File: src/hw/rtl/brcp_pkg.sv
// Shared types and constants for the block read cache planner.
// No dependencies; imported by every module of the block.
`timescale 1ns / 1ps
package brcp_pkg;

   localparam int DEF_CACHE_ENTRIES = 8;
   localparam int DEF_BLOCK_BITS    = 12;
   localparam int MAX_BLOCK_BITS    = 16;

   localparam int ADDR_W   = 32;
   localparam int SLOT_W   = 3;
   localparam int BOFF_W   = 12;
   localparam int SBITS_W  = 4;
   localparam int CSR_IDX_W = 2;

   localparam int QUEUE_DEPTH = 4;
   localparam int QPTR_W      = 2;
   localparam int QCNT_W      = 3;

   typedef enum logic [CSR_IDX_W-1:0] {
      CSR_FS_SIZE     = 2'd0,
      CSR_SECTOR_BITS = 2'd1
   } csr_index_type;

   typedef enum logic [1:0] {
      KIND_EMPTY  = 2'd0,
      KIND_HIT    = 2'd1,
      KIND_FILL   = 2'd2,
      KIND_DIRECT = 2'd3
   } seg_kind_type;

   typedef enum logic [2:0] {
      F_IDLE,
      F_CLAMP,
      F_HEAD,
      F_MID,
      F_TAIL
   } front_state_type;

   // One planned segment; cache segments carry KIND_FILL until the back end looks them up
   typedef struct packed {
      seg_kind_type              kind;
      logic [ADDR_W-1:0]         sector;
      logic [MAX_BLOCK_BITS-1:0] offset;
      logic [ADDR_W-1:0]         length;
      logic [ADDR_W-1:0]         dest;
      logic                      last;
   } seg_type;

   typedef struct packed {
      logic    valid;
      seg_type seg;
   } seg_push_type;

endpackage

File: src/hw/rtl/brcp_seg_queue.sv
// Short segment queue between the planner front end and the cache back end.
// Depends on brcp_pkg.
`timescale 1ns / 1ps
module brcp_seg_queue
   import brcp_pkg::*;
(
   input  logic         clock,
   input  logic         reset,
   input  seg_push_type push,
   input  logic         pop,
   output seg_type      head,
   output logic         empty,
   output logic         full
);

   seg_type             slot_ff [QUEUE_DEPTH];
   logic [QPTR_W-1:0]   wr_ptr_ff, wr_ptr_in;
   logic [QPTR_W-1:0]   rd_ptr_ff, rd_ptr_in;
   logic [QCNT_W-1:0]   count_ff, count_in;
   logic                do_push, do_pop;

   assign empty   = (count_ff == '0);
   assign full    = (count_ff == QCNT_W'(QUEUE_DEPTH));
   assign do_push = push.valid && !full;
   assign do_pop  = pop && !empty;
   assign head    = slot_ff[rd_ptr_ff];

   always_comb begin
      wr_ptr_in = do_push ? wr_ptr_ff + 1'b1 : wr_ptr_ff;
      rd_ptr_in = do_pop  ? rd_ptr_ff + 1'b1 : rd_ptr_ff;
      count_in  = count_ff;
      if (do_push && !do_pop) begin
         count_in = count_ff + 1'b1;
      end else if (do_pop && !do_push) begin
         count_in = count_ff - 1'b1;
      end
   end

   always_ff @(posedge clock) begin
      if (reset) begin
         wr_ptr_ff <= '0;
         rd_ptr_ff <= '0;
         count_ff  <= '0;
      end else begin
         wr_ptr_ff <= wr_ptr_in;
         rd_ptr_ff <= rd_ptr_in;
         count_ff  <= count_in;
      end
   end

   always_ff @(posedge clock) begin
      if (do_push) begin
         slot_ff[wr_ptr_ff] <= push.seg;
      end
   end

endmodule

File: src/hw/rtl/brcp_front.sv
// Planner front end: holds configuration, clamps each request and splits it
// into head, direct middle and tail segments, or one empty result. Depends on brcp_pkg.
`timescale 1ns / 1ps
module brcp_front
   import brcp_pkg::*;
#(
   parameter int BLOCK_BITS = DEF_BLOCK_BITS
) (
   input  logic                 clock,
   input  logic                 reset,
   input  logic                 accept,
   input  logic [ADDR_W-1:0]    byte_pos,
   input  logic [ADDR_W-1:0]    byte_count,
   input  logic                 csr_write_en,
   input  logic [CSR_IDX_W-1:0] csr_index,
   input  logic [ADDR_W-1:0]    csr_wdata,
   input  logic                 queue_full,
   output seg_push_type         push,
   output logic                 idle
);

   localparam int SHIFT_W = $clog2(BLOCK_BITS + 1);
   localparam logic [ADDR_W-1:0] LOW_MASK = ADDR_W'((64'd1 << BLOCK_BITS) - 64'd1);
   localparam logic [BLOCK_BITS:0] BLOCK_SIZE = (BLOCK_BITS + 1)'(64'd1 << BLOCK_BITS);

   front_state_type          state_ff, state_in;
   logic [ADDR_W-1:0]        fs_size_ff, fs_size_in;
   logic [SBITS_W-1:0]       sector_bits_ff, sector_bits_in;
   logic [ADDR_W-1:0]        pos_ff, pos_in;
   logic [ADDR_W-1:0]        left_ff, left_in;
   logic [ADDR_W-1:0]        dest_ff, dest_in;
   logic [ADDR_W-1:0]        sector_ff, sector_in;
   logic [BLOCK_BITS-1:0]    offset_ff, offset_in;
   logic [SHIFT_W-1:0]       shift_ff, shift_in;

   logic [SHIFT_W-1:0]       sb;
   logic [ADDR_W:0]          end_pos;
   logic                     is_empty;
   logic [BLOCK_BITS:0]      room;
   logic [ADDR_W-1:0]        head_chunk;
   logic [ADDR_W-1:0]        mid_chunk;

   assign idle = (state_ff == F_IDLE);

   // Configuration writes; the user must write only while the block is idle, the block itself does not enforce it
   always_comb begin
      fs_size_in     = fs_size_ff;
      sector_bits_in = sector_bits_ff;
      if (csr_write_en) begin
         unique case (csr_index)
            CSR_FS_SIZE:     fs_size_in     = csr_wdata;
            CSR_SECTOR_BITS: sector_bits_in = csr_wdata[SBITS_W-1:0];
            default: ;
         endcase
      end
   end

   always_comb begin
      // clamp sector size to the block size
      if (32'(sector_bits_ff) > BLOCK_BITS) begin
         sb = SHIFT_W'(BLOCK_BITS);
      end else begin
         sb = SHIFT_W'(sector_bits_ff);
      end
      end_pos    = {1'b0, pos_ff} + {1'b0, left_ff};
      is_empty   = (pos_ff >= fs_size_ff) || (left_ff == '0);
      room       = BLOCK_SIZE - {1'b0, offset_ff};
      head_chunk = (left_ff <= ADDR_W'(room)) ? left_ff : ADDR_W'(room);
      mid_chunk  = left_ff & ~LOW_MASK;
   end

   always_comb begin
      state_in  = state_ff;
      pos_in    = pos_ff;
      left_in   = left_ff;
      dest_in   = dest_ff;
      sector_in = sector_ff;
      offset_in = offset_ff;
      shift_in  = shift_ff;
      push      = '0;
      unique case (state_ff)
         F_IDLE: begin
            if (accept) begin
               pos_in   = byte_pos;
               left_in  = byte_count;
               state_in = F_CLAMP;
            end
         end
         F_CLAMP: begin
            shift_in  = SHIFT_W'(BLOCK_BITS) - sb;
            sector_in = (pos_ff >> BLOCK_BITS) << (SHIFT_W'(BLOCK_BITS) - sb);
            offset_in = pos_ff[BLOCK_BITS-1:0];
            dest_in   = '0;
            if (is_empty) begin
               push.valid    = 1'b1;
               push.seg.kind = KIND_EMPTY;
               push.seg.last = 1'b1;
               if (!queue_full) begin
                  state_in = F_IDLE;
               end
            end else begin
               if (end_pos > {1'b0, fs_size_ff}) begin
                  left_in = fs_size_ff - pos_ff;
               end
               state_in = F_HEAD;
            end
         end
         F_HEAD: begin
            if (offset_ff == '0) begin
               state_in = F_MID;
            end else begin
               push.valid       = 1'b1;
               push.seg.kind    = KIND_FILL;
               push.seg.sector  = sector_ff;
               push.seg.offset  = MAX_BLOCK_BITS'(offset_ff);
               push.seg.length  = head_chunk;
               push.seg.dest    = dest_ff;
               push.seg.last    = (left_ff == head_chunk);
               if (!queue_full) begin
                  left_in   = left_ff - head_chunk;
                  dest_in   = dest_ff + head_chunk;
                  sector_in = sector_ff + (ADDR_W'(1) << shift_ff);
                  state_in  = F_MID;
               end
            end
         end
         F_MID: begin
            if (mid_chunk == '0) begin
               state_in = F_TAIL;
            end else begin
               push.valid      = 1'b1;
               push.seg.kind   = KIND_DIRECT;
               push.seg.sector = sector_ff;
               push.seg.length = mid_chunk;
               push.seg.dest   = dest_ff;
               push.seg.last   = ((left_ff & LOW_MASK) == '0);
               if (!queue_full) begin
                  left_in   = left_ff & LOW_MASK;
                  dest_in   = dest_ff + mid_chunk;
                  sector_in = sector_ff + ((left_ff >> BLOCK_BITS) << shift_ff);
                  state_in  = F_TAIL;
               end
            end
         end
         F_TAIL: begin
            if (left_ff == '0) begin
               state_in = F_IDLE;
            end else begin
               push.valid      = 1'b1;
               push.seg.kind   = KIND_FILL;
               push.seg.sector = sector_ff;
               push.seg.length = left_ff;
               push.seg.dest   = dest_ff;
               push.seg.last   = 1'b1;
               if (!queue_full) begin
                  state_in = F_IDLE;
               end
            end
         end
         default: state_in = F_IDLE;
      endcase
   end

   always_ff @(posedge clock) begin
      if (reset) begin
         state_ff       <= F_IDLE;
         fs_size_ff     <= '0;
         sector_bits_ff <= SBITS_W'(9);
      end else begin
         state_ff       <= state_in;
         fs_size_ff     <= fs_size_in;
         sector_bits_ff <= sector_bits_in;
      end
   end

   always_ff @(posedge clock) begin
      pos_ff    <= pos_in;
      left_ff   <= left_in;
      dest_ff   <= dest_in;
      sector_ff <= sector_in;
      offset_ff <= offset_in;
      shift_ff  <= shift_in;
   end

endmodule

File: src/hw/rtl/brcp_back.sv
// Cache back end: looks up segment tags in a fully associative tag store,
// fills on a miss under a round-robin pointer and drives results. Depends on brcp_pkg.
`timescale 1ns / 1ps
module brcp_back
   import brcp_pkg::*;
#(
   parameter int CACHE_ENTRIES = DEF_CACHE_ENTRIES
) (
   input  logic              clock,
   input  logic              reset,
   input  seg_type           head,
   input  logic              queue_empty,
   output logic              pop,
   output logic              busy,
   output logic              rsp_valid,
   output logic [1:0]        rsp_segment_kind,
   output logic [ADDR_W-1:0] rsp_device_sector,
   output logic [SLOT_W-1:0] rsp_cache_slot,
   output logic [BOFF_W-1:0] rsp_block_offset,
   output logic [ADDR_W-1:0] rsp_seg_length,
   output logic [ADDR_W-1:0] rsp_dest_offset,
   output logic              rsp_last
);

   localparam int IDX_W = (CACHE_ENTRIES > 1) ? $clog2(CACHE_ENTRIES) : 1;

   logic [ADDR_W-1:0]        tag_ff [CACHE_ENTRIES];
   logic [CACHE_ENTRIES-1:0] valid_ff, valid_in;
   logic [IDX_W-1:0]         ptr_ff, ptr_in;
   logic                     look_ff, look_in;
   seg_type                  seg_ff;
   logic [CACHE_ENTRIES-1:0] match_ff, match_in;

   logic                     out_valid_ff, out_valid_in;
   seg_kind_type             out_kind_ff, out_kind_in;
   logic [ADDR_W-1:0]        out_sector_ff;
   logic [IDX_W-1:0]         out_slot_ff, out_slot_in;
   logic [MAX_BLOCK_BITS-1:0] out_offset_ff;
   logic [ADDR_W-1:0]        out_length_ff;
   logic [ADDR_W-1:0]        out_dest_ff;
   logic                     out_last_ff;

   logic                     hit;
   logic [IDX_W-1:0]         hit_slot;
   logic                     do_fill;
   logic [31:0]              slot_wide;

   assign pop  = !look_ff && !queue_empty;
   assign busy = look_ff;

   always_comb begin
      for (int i = 0; i < CACHE_ENTRIES; i++) begin
         match_in[i] = valid_ff[i] && (tag_ff[i] == head.sector);
      end
   end

   // lowest matching entry wins
   always_comb begin
      hit      = |match_ff;
      hit_slot = '0;
      for (int i = CACHE_ENTRIES - 1; i >= 0; i--) begin
         if (match_ff[i]) begin
            hit_slot = IDX_W'(i);
         end
      end
   end

   always_comb begin
      look_in      = pop;
      valid_in     = valid_ff;
      ptr_in       = ptr_ff;
      do_fill      = 1'b0;
      out_valid_in = look_ff;
      out_kind_in  = seg_ff.kind;
      out_slot_in  = '0;
      if (look_ff && (seg_ff.kind == KIND_FILL)) begin
         if (hit) begin
            out_kind_in = KIND_HIT;
            out_slot_in = hit_slot;
         end else begin
            do_fill          = 1'b1;
            out_kind_in      = KIND_FILL;
            out_slot_in      = ptr_ff;
            valid_in[ptr_ff] = 1'b1;
            ptr_in = (ptr_ff >= IDX_W'(CACHE_ENTRIES - 1)) ? '0 : ptr_ff + 1'b1;
         end
      end
   end

   always_ff @(posedge clock) begin
      if (reset) begin
         valid_ff     <= '0;
         ptr_ff       <= '0;
         look_ff      <= 1'b0;
         out_valid_ff <= 1'b0;
      end else begin
         valid_ff     <= valid_in;
         ptr_ff       <= ptr_in;
         look_ff      <= look_in;
         out_valid_ff <= out_valid_in;
      end
   end

   always_ff @(posedge clock) begin
      if (pop) begin
         seg_ff   <= head;
         match_ff <= match_in;
      end
      if (do_fill) begin
         tag_ff[ptr_ff] <= seg_ff.sector;
      end
      out_kind_ff   <= out_kind_in;
      out_sector_ff <= seg_ff.sector;
      out_slot_ff   <= out_slot_in;
      out_offset_ff <= seg_ff.offset;
      out_length_ff <= seg_ff.length;
      out_dest_ff   <= seg_ff.dest;
      out_last_ff   <= seg_ff.last;
   end

   assign slot_wide         = 32'(out_slot_ff);
   assign rsp_valid         = out_valid_ff;
   assign rsp_segment_kind  = out_kind_ff;
   assign rsp_device_sector = out_sector_ff;
   assign rsp_cache_slot    = slot_wide[SLOT_W-1:0];
   assign rsp_block_offset  = out_offset_ff[BOFF_W-1:0];
   assign rsp_seg_length    = out_length_ff;
   assign rsp_dest_offset   = out_dest_ff;
   assign rsp_last          = out_last_ff;

endmodule

File: src/hw/rtl/block_read_cache_planner.sv
// Top level of the block read cache planner: front end, segment queue, back end.
// Depends on brcp_pkg, brcp_front, brcp_seg_queue and brcp_back.
//
// Usage: raise start with req_byte_pos and req_byte_count; the request is
// taken at a clock edge where start is high and busy is low. The request is
// clamped to the image size and planned as up to three segments (cached
// head, direct middle, cached tail), or one empty result when nothing is
// left to read. Each result shows on the rsp_ ports for one cycle with
// rsp_valid high; rsp_last marks the final one of a request.
// Back end: it compares all stored tags in parallel as it pops a segment,
// then does priority select and fill and registers the output; it pops the
// next segment only after the previous one has been looked up. busy stays
// high until the last result of a request is in the output register.
// Configuration: csr_write_en, csr_index, csr_wdata write fs_size_bytes
// (index 0) or sector_bits (index 1) at once; write only while busy is low.
// Reset: synchronous; clears all tag valid bits, the replace pointer, the
// queue and the configuration (size 0, sector_bits 9). Results cannot be
// held off by the receiver.
`timescale 1ns / 1ps
module block_read_cache_planner
   import brcp_pkg::*;
#(
   parameter int CACHE_ENTRIES = DEF_CACHE_ENTRIES,
   parameter int BLOCK_BITS    = DEF_BLOCK_BITS
) (
   input  logic                 clock,
   input  logic                 reset,
   input  logic                 start,
   output logic                 busy,
   input  logic [ADDR_W-1:0]    req_byte_pos,
   input  logic [ADDR_W-1:0]    req_byte_count,
   input  logic                 csr_write_en,
   input  logic [CSR_IDX_W-1:0] csr_index,
   input  logic [ADDR_W-1:0]    csr_wdata,
   output logic                 rsp_valid,
   output logic [1:0]           rsp_segment_kind,
   output logic [ADDR_W-1:0]    rsp_device_sector,
   output logic [SLOT_W-1:0]    rsp_cache_slot,
   output logic [BOFF_W-1:0]    rsp_block_offset,
   output logic [ADDR_W-1:0]    rsp_seg_length,
   output logic [ADDR_W-1:0]    rsp_dest_offset,
   output logic                 rsp_last
);

   seg_push_type push;
   seg_type      head;
   logic         queue_empty;
   logic         queue_full;
   logic         pop;
   logic         front_idle;
   logic         back_busy;
   logic         accept;

   assign busy   = !front_idle || !queue_empty || back_busy;
   assign accept = start && !busy;

   brcp_front #(
      .BLOCK_BITS (BLOCK_BITS)
   ) u_front (
      .clock        (clock),
      .reset        (reset),
      .accept       (accept),
      .byte_pos     (req_byte_pos),
      .byte_count   (req_byte_count),
      .csr_write_en (csr_write_en),
      .csr_index    (csr_index),
      .csr_wdata    (csr_wdata),
      .queue_full   (queue_full),
      .push         (push),
      .idle         (front_idle)
   );

   brcp_seg_queue u_queue (
      .clock (clock),
      .reset (reset),
      .push  (push),
      .pop   (pop),
      .head  (head),
      .empty (queue_empty),
      .full  (queue_full)
   );

   brcp_back #(
      .CACHE_ENTRIES (CACHE_ENTRIES)
   ) u_back (
      .clock             (clock),
      .reset             (reset),
      .head              (head),
      .queue_empty       (queue_empty),
      .pop               (pop),
      .busy              (back_busy),
      .rsp_valid         (rsp_valid),
      .rsp_segment_kind  (rsp_segment_kind),
      .rsp_device_sector (rsp_device_sector),
      .rsp_cache_slot    (rsp_cache_slot),
      .rsp_block_offset  (rsp_block_offset),
      .rsp_seg_length    (rsp_seg_length),
      .rsp_dest_offset   (rsp_dest_offset),
      .rsp_last          (rsp_last)
   );

endmodule

File: config.mk
export PLATFORM = sky130hd
export DESIGN_NAME = block_read_cache_planner
export DESIGN_NICKNAME = d
export VERILOG_FILES = /design/src/hw/rtl/brcp_pkg.sv /design/src/hw/rtl/brcp_seg_queue.sv /design/src/hw/rtl/brcp_front.sv /design/src/hw/rtl/brcp_back.sv /design/src/hw/rtl/block_read_cache_planner.sv
export SDC_FILE = /design/constraint.sdc
export NUM_CORES = 2
export LEC_CHECK = 0
export BUFFER_PORTS_ARGS = -buffer_cell sky130_fd_sc_hd__buf_2
export CAP_MARGIN = 20
export CORE_ASPECT_RATIO = 0.6
export CORE_MARGIN = 5
export CORE_UTILIZATION = 56
export CTS_CLUSTER_DIAMETER = 80
export CTS_CLUSTER_SIZE = 8
export DETAILED_ROUTE_END_ITERATION = 6
export GPL_ROUTABILITY_DRIVEN = 0
export PLACE_DENSITY = 0.76
export SLEW_MARGIN = 0
export SYNTH_ARGS = -nofsm -noshare
export SYNTH_HDL_FRONTEND = slang
export SYNTH_SLANG_ARGS = --single-unit
File: constraint.sdc
create_clock -name clock -period 6.9 [get_ports clock]
set_input_delay 1.38 -clock clock [delete_from_list [all_inputs] [get_ports clock]]
set_output_delay 1.38 -clock clock [all_outputs]
set_load 0.02 [all_outputs]
Word level (Yosys, flattened, before mapping)
Memory sizes are Yosys's and may differ from the RTL's. A register that Yosys moved wholly into a read port is not among the register bits.
Cells that the tools add are included.
{"block": "totals", "inputBits": 102, "word_cells": 196, "ramBits": 716, "out_inout_bits": 116, "n_memories": 2, "reg_bits": 436}
{"memory": "u_queue.slot_ff", "depth": 4, "word_bits": 115, "read_ports": 1, "rd_clocked_by_memory_dff": 1, "wr": 1, "line": "brcp_seg_queue.sv:16", "source": "seg_type slot_ff [QUEUE_DEPTH];"}
{"memory": "u_back.tag_ff", "depth": 8, "word_bits": 32, "read_ports": 8, "rd_clocked_by_memory_dff": 0, "wr": 1, "line": "brcp_back.sv:27", "source": "logic [ADDR_W-1:0] tag_ff [CACHE_ENTRIES];"}
{"block": "op_classes", "shift": 3, "n_reduce_logical": 46, "mux": 65, "addsub": 14, "n_eq_ne": 25, "bitwise": 3, "magnitude_cmp": 7}
{"op": "32-bit 2-to-1 mux", "count": 16}
{"op": "32-bit == test", "count": 9}
{"op": "32-bit case mux with 3 select lines", "count": 3}
{"op": "64-bit case mux with 3 select lines", "count": 1}
{"op": "65-bit 2-to-1 mux", "count": 2}
{"op": "32-bit adder", "count": 4}
{"op": "32-bit case mux with 4 select lines", "count": 1}
{"op": "116-bit 2-to-1 mux", "count": 1}
{"op": "32-bit logical NOT", "count": 3}
{"op": "35-bit 2-to-1 mux", "count": 2}
{"op": "20-bit by 4-bit left shift with 32-bit output", "count": 2}
{"op": "32-bit subtractor", "count": 2}
{"op": "3-bit 2-to-1 mux", "count": 21}
{"op": "32-bit by 32-bit adder with 33-bit output", "count": 1}
{"op": "33-bit by 32-bit > comparator with 1-bit output", "count": 1}
{"op": "32-bit >= comparator", "count": 1}
{"op": "32-bit by 13-bit <= comparator with 1-bit output", "count": 1}
{"op": "1-bit by 4-bit left shift with 32-bit output, first input constant", "count": 1}
{"op": "1-bit logical AND", "count": 16}
{"op": "16-bit 2-to-1 mux", "count": 1}
{"op": "3-bit case mux with 5 select lines", "count": 1}
{"op": "13-bit by 12-bit subtractor with 13-bit output, first input constant", "count": 1}
{"op": "12-bit logical NOT", "count": 1}
{"op": "3-bit case mux with 4 select lines", "count": 1}
{"op": "36 further kinds", "count": 70}

Logic depth before layout (Yosys ltp)
{"block": "logic_depth", "depth_word": 11, "depth_mapped": 30, "depth_no_buf": 29}

Hierarchy
A second synthesis with hierarchy kept.
{"block": "hier_totals", "hier_cells": 3919, "area_unflattened_um2": 53057.1}
{"module": "brcp_front", "cells_each": 2323, "area_each_um2": 18861.8, "seq_area_each_um2": 5104.9, "instances": 1}
{"module": "brcp_back", "cells_each": 945, "area_each_um2": 17150.2, "seq_area_each_um2": 13803.2, "instances": 1}
{"module": "brcp_seg_queue", "cells_each": 649, "area_each_um2": 17027.6, "seq_area_each_um2": 13993.4, "instances": 1}
{"module": "block_read_cache_planner", "cells_each": 2, "area_each_um2": 17.5, "seq_area_each_um2": 0.0, "instances": 1}

Worst setup path before layout
No wires, ideal clock.
{"block": "synth_path", "path_type": "flip-flop to flip-flop", "start": "register u_queue.count_ff[0]", "end": "register u_queue.count_ff[2]", "synth_period_minus_slack_ps": 7154, "path_stages_with_launch": 10, "n_path_buf": 0, "path_slack_ps": -254, "setup_ps": 70, "arrival_time_ps": 7084, "required_time_ps": 6830, "cell_sequence": "dfxtp_1 nor3_1 nor2_1 inv_1 ha_1 inv_1 fa_1 xor2_1 or3_1 a21oi_1"}
{"block": "synth_via", "elab_chain_len": 7, "word_cells_on_any_way": 16, "cone_classes": "add/sub: 2; eq/ne: 1; mux: 2; reduce/logical: 11"}
{"element": "start: declaration", "line": "brcp_seg_queue.sv:19", "source": "logic [QCNT_W-1:0] count_ff, count_in;"}
{"element": "start signal: assignment", "line": "brcp_seg_queue.sv:47", "source": "count_ff <= count_in;"}
{"element": "3-bit logical NOT (*)", "line": "brcp_seg_queue.sv:22", "source": "assign empty = (count_ff == '0);"}
{"element": "1-bit logical NOT (*)", "line": "brcp_back.sv:48", "source": "assign pop = !look_ff && !queue_empty;"}
{"element": "1-bit logical AND (*)", "line": "brcp_back.sv:48"}
{"element": "via pop", "line": "block_read_cache_planner.sv:49", "source": "logic pop;"}
{"element": "1-bit logical AND (*)", "line": "brcp_seg_queue.sv:25", "source": "assign do_pop = pop && !empty;"}
{"element": "1-bit logical NOT", "line": "brcp_seg_queue.sv:32", "source": "if (do_push && !do_pop) begin"}
{"element": "1-bit logical AND", "line": "brcp_seg_queue.sv:32"}
{"element": "3-bit 2-to-1 mux or 2-bit nonzero test (tied branches)"}
Mark *: on every way through the listed nets, which the timed path passes. The rest lies on a longest branch. The select of a mux whose other input is x is not followed.
A chain may end at the register's enable or synchronous reset.

Worst setup path in the final report
{"block": "layout_path", "start": "register u_front.offset_ff[2]", "end": "register u_front.dest_ff[30], data pin"}
{"block": "layout_via", "elab_chain_len": 7}
{"element": "start: declaration", "line": "brcp_front.sv:33", "source": "logic [BLOCK_BITS-1:0] offset_ff, offset_in;"}
{"element": "start signal: assignment", "line": "brcp_front.sv:181", "source": "offset_ff <= offset_in;"}
{"element": "13-bit by 12-bit subtractor with 13-bit output (*)", "line": "brcp_front.sv:67", "source": "room = BLOCK_SIZE - {1'b0, offset_ff};"}
{"element": "32-bit by 13-bit <= comparator with 1-bit output", "line": "brcp_front.sv:68", "source": "head_chunk = (left_ff <= ADDR_W'(room)) ? left_ff : ADDR_W'(room);"}
{"element": "32-bit 2-to-1 mux (*)", "line": "brcp_front.sv:68"}
{"element": "32-bit adder (*)", "line": "brcp_front.sv:121", "source": "dest_in = dest_ff + head_chunk;"}
{"element": "32-bit 2-to-1 mux (*)", "line": "brcp_front.sv:119", "source": "if (!queue_full) begin"}
{"element": "32-bit 2-to-1 mux (*)", "line": "brcp_front.sv:109", "source": "if (offset_ff == '0) begin"}
{"element": "32-bit case mux with 3 select lines (*)", "line": "brcp_front.sv:81", "source": "unique case (state_ff)"}
{"element": "via u_front.dest_in[30]", "line": "brcp_front.sv:31", "source": "logic [ADDR_W-1:0] dest_ff, dest_in;"}
{"element": "end signal: assignment", "line": "brcp_front.sv:179", "source": "dest_ff <= dest_in;"}
{"element": "end: declaration", "line": "brcp_front.sv:31"}
Marked as above.

==> flow_summary.json <==
{
  "violations": "design-rule violations",
  "synthCells": 3923,
  "start_kind": "flop",
  "drtIter0Drc": 5887,
  "final-instance-count-excl-fill": 5570,
  "wl_per_cell_um": 27.2,
  "min_period_ps": 6760,
  "max_stage_delay_ps": 500,
  "pre_cts_ws_ps": 154,
  "worst_pin_slew_ps": 1150,
  "drv_cap": 0,
  "clock-root-buffer": "clkbuf_16",
  "viasPerCell": 6.35,
  "clock_skew_ps": 84.9,
  "status": "finished with violations",
  "clkLatencyLatePin_ps": 810,
  "dp_cells": 5286,
  "worstPathRequired_ps": 7410,
  "die_area_sq_mm": 0.100,
  "postRouteAntennaNets": 0,
  "grt_pass1_wl_um": 222000,
  "criticalPathCategory": "flop to flop",
  "coreArea_sq_mm": 0.0935,
  "period_share_pct": 98.0,
  "gr-usage-met3_pct": 14.1,
  "cts_htree_levels": 4,
  "yosys_warnings": 0,
  "io_pins": 218,
  "synthDistinctLibCells": 82,
  "fmax_ghz": 0.148,
  "fin_nets": 4532,
  "synth-seq-area-share_pct": 61.7,
  "initial_core_util_pct": 56.2,
  "hold_class": "flop to flop",
  "hold_slack_ps": 305,
  "end_kind": "flop",
  "clk_pin_slew_ps": 50,
  "grtUsageTotal_pct": 30.2,
  "cp.arrival_ps": 7280,
  "grt_busiest_layer": "met1",
  "cts_inserted_buffers": 160,
  "dr.pass1.iters": 7,
  "syn_area_per_cell_sq_um": 13.4,
  "cts.sinks": 1138,
  "layout_setup_ws_ps": 138,
  "power_leakage_uw": 0.0220,
  "clk_path_buf_depth": 3,
  "rows": 87,
  "synthFlopType": "edfxtp_1",
  "gr-usage-met2_pct": 38.5,
  "hold_violations": 0,
  "grt_antenna_before_repair": 12,
  "drv_slew": 0,
  "cts-hold-fix-buffers": 0,
  "filler_cell_count": 6568,
  "die_w_um": 405,
  "met1_usage_pct": 46.4,
  "crit_fanout": 8,
  "vias": 35388,
  "drive_gt1_share_pct": 14.5,
  "place.port_buffers": 217,
  "setup_viol": 0,
  "finalSetupTns_ps": 0,
  "hpwl_um": 105000,
  "synth_edf_count": 963,
  "async_flop_share_pct": 0,
  "vdd_drop_max_mv": 0.330,
  "synth_seq_cells": 1138,
  "routed_wl_um": 151000,
  "die_height_um": 247,
  "cp_slowest_cell": "edfxtp_1",
  "area_delta_synth_final_pct": 14.3,
  "cts_tree": "built",
  "drc": 46,
  "relSlewSlack_pct": 22.7,
  "grt_max_degree": 123,
  "grt_pass1_vias": 33286,
  "synthesis.area_sq_mm": 0.0525,
  "powerDensity_mw_per_mm2": 458,
  "grt_overflow": 0,
  "final_util_pct": 64.2
}
flip-flops by register name, indices dropped and copies added (netlist names), 8 cells and up, named ones only:
register and count:
u_front.dest_ff 32, u_back.seg_ff 111, u_back.rsp_seg_length 32, u_front.sector_ff 32, u_back.out_offset_ff 12, u_back.match_ff 8, u_back.rsp_device_sector 32, u_front.fs_size_ff 32
u_front.offset_ff 12, u_back.rsp_dest_offset 32, u_front.left_ff 32, u_queue.slot_ff 444, u_front.pos_ff 32, u_back.valid_ff 8, u_back.tag_ff 256
power by group:
part           leakage [uW]  switching [uW]  internal, uW
Combinational       0.00925            5720          3500
Clock               0.00225            3020          4350
Sequential           0.0105            1570          9350
Total                0.0220           10300         17200
path summary, 6_finish.rpt:
path	cells past startpoint	start	slack, ps	to
worst max-delay path	28	u_front.offset_ff[2]	140	u_front.dest_ff[30]
worst min-delay path	0	u_back.seg_ff[29]	310	u_back.rsp_dest_offset[28]
worst max register to register	28	u_front.offset_ff[2]	140	u_front.dest_ff[30]
worst min register to register	0	u_back.seg_ff[29]	310	u_back.rsp_dest_offset[28]
what timing repair did:
action | 4_1_cts | 5_1_grt
gates resized for setup | 0 | 13
endpoints found under the setup margin | 0 | 24
buffers inserted | 0 | 2
worst max-delay path, delay by kind of cell, from the launching register on:
family / cells / cell delay, ps
AO/OA/AOI/OAI: 13 / 2660
XOR/XNOR: 2 / 430
adder cells (fa/ha/maj): 2 / 690
buffers and inverters: 3 / 460
flip-flops: 1 / 500
multiplexers: 1 / 410
AND/OR/NAND/NOR: 7 / 1330
metal layers:
| metal | vias to the layer above | routed length, um |
|---|---|---|
| met5 | - | 162 |
| met4 | 20 | 3050 |
| met3 | 265 | 25600 |
| met2 | 2451 | 58500 |
| met1 | 17394 | 64100 |
| li1 | 15258 | - |
layout by cell type, fill, tap and decap left out, types with 28 or more instances in the layout:
cell and count:
a21o_1 82, a21oi_1 243, a31oi_1 28, and2_1 74
buf_2 217, buf_4 43, clkbuf_1 96, clkbuf_16 160
dfxtp_1 173, edfxtp_1 963, ha_1 214, inv_1 146
mux2i_1 63, mux4_2 112, nand2_1 249, nand3_1 58
nand4_1 72, nor2_1 216, nor2b_1 51, nor3_1 57
nor4_1 47, o21a_1 28, o21ai_0 119, o22ai_1 28
xnor2_1 286, xor2_1 131
final cells by class:
cell class,instances,area (sq um),area share (%)
inverter,150,563,0.937
sequential,1138,32400,54.0
timing repair buffer,269,1590,2.65
clock inverter,16,422,0.702
multi-input combinational,2490,19100,31.9
clock buffer,256,4360,7.26
tap,1246,1560,2.60
antenna,5,12.5,0.0208
through the flow:
step	power [uW]	instance area [sq um]
final	27500	60100
after floorplan	16500	52600
after global routing	28700	60100
after global placement	19500	55100
after CTS	27200	59900
after detailed placement	19700	55100
synthesized netlist by cell type, types with 14 or more instances:
cell type | count | share of area [%]
nor2b_1 | 52 | 0.62
a211oi_1 | 17 | 0.24
nand2_1 | 249 | 1.8
a31oi_1 | 29 | 0.35
o22ai_1 | 28 | 0.33
buf_2 | 29 | 0.28
ha_1 | 214 | 5.1
clkbuf_1 | 112 | 0.80
o21bai_1 | 21 | 0.30
and3_1 | 24 | 0.29
nand2b_1 | 27 | 0.32
a21o_1 | 82 | 1.2
a22oi_1 | 19 | 0.27
o21a_1 | 28 | 0.40
xnor2_1 | 286 | 4.8
buf_1 | 17 | 0.12
or3_1 | 14 | 0.17
and2_1 | 79 | 0.94
nor2_1 | 224 | 1.6
a21oi_1 | 244 | 2.3
dfxtp_1 | 175 | 6.7
mux2i_1 | 67 | 1.3
nor4_1 | 48 | 0.57
o21ai_0 | 120 | 1.1
xor2_1 | 131 | 2.2
edfxtp_1 | 963 | 55
nor3_1 | 61 | 0.58
o211ai_1 | 14 | 0.20
mux4_2 | 112 | 4.8
nand3_1 | 58 | 0.55
inv_1 | 146 | 1.0
nand4_1 | 72 | 0.86
kinds of logic after synthesis:
kind of cell,share of synthesized area (%)
simple gates,8.82
fa+ha+maj,5.36
other cells,0.00714
compound gates,8.54
mux,6.33
flops,61.7
buf+inv,2.29
xor+xnor,6.95
Power figures use the tool's default switching activity.
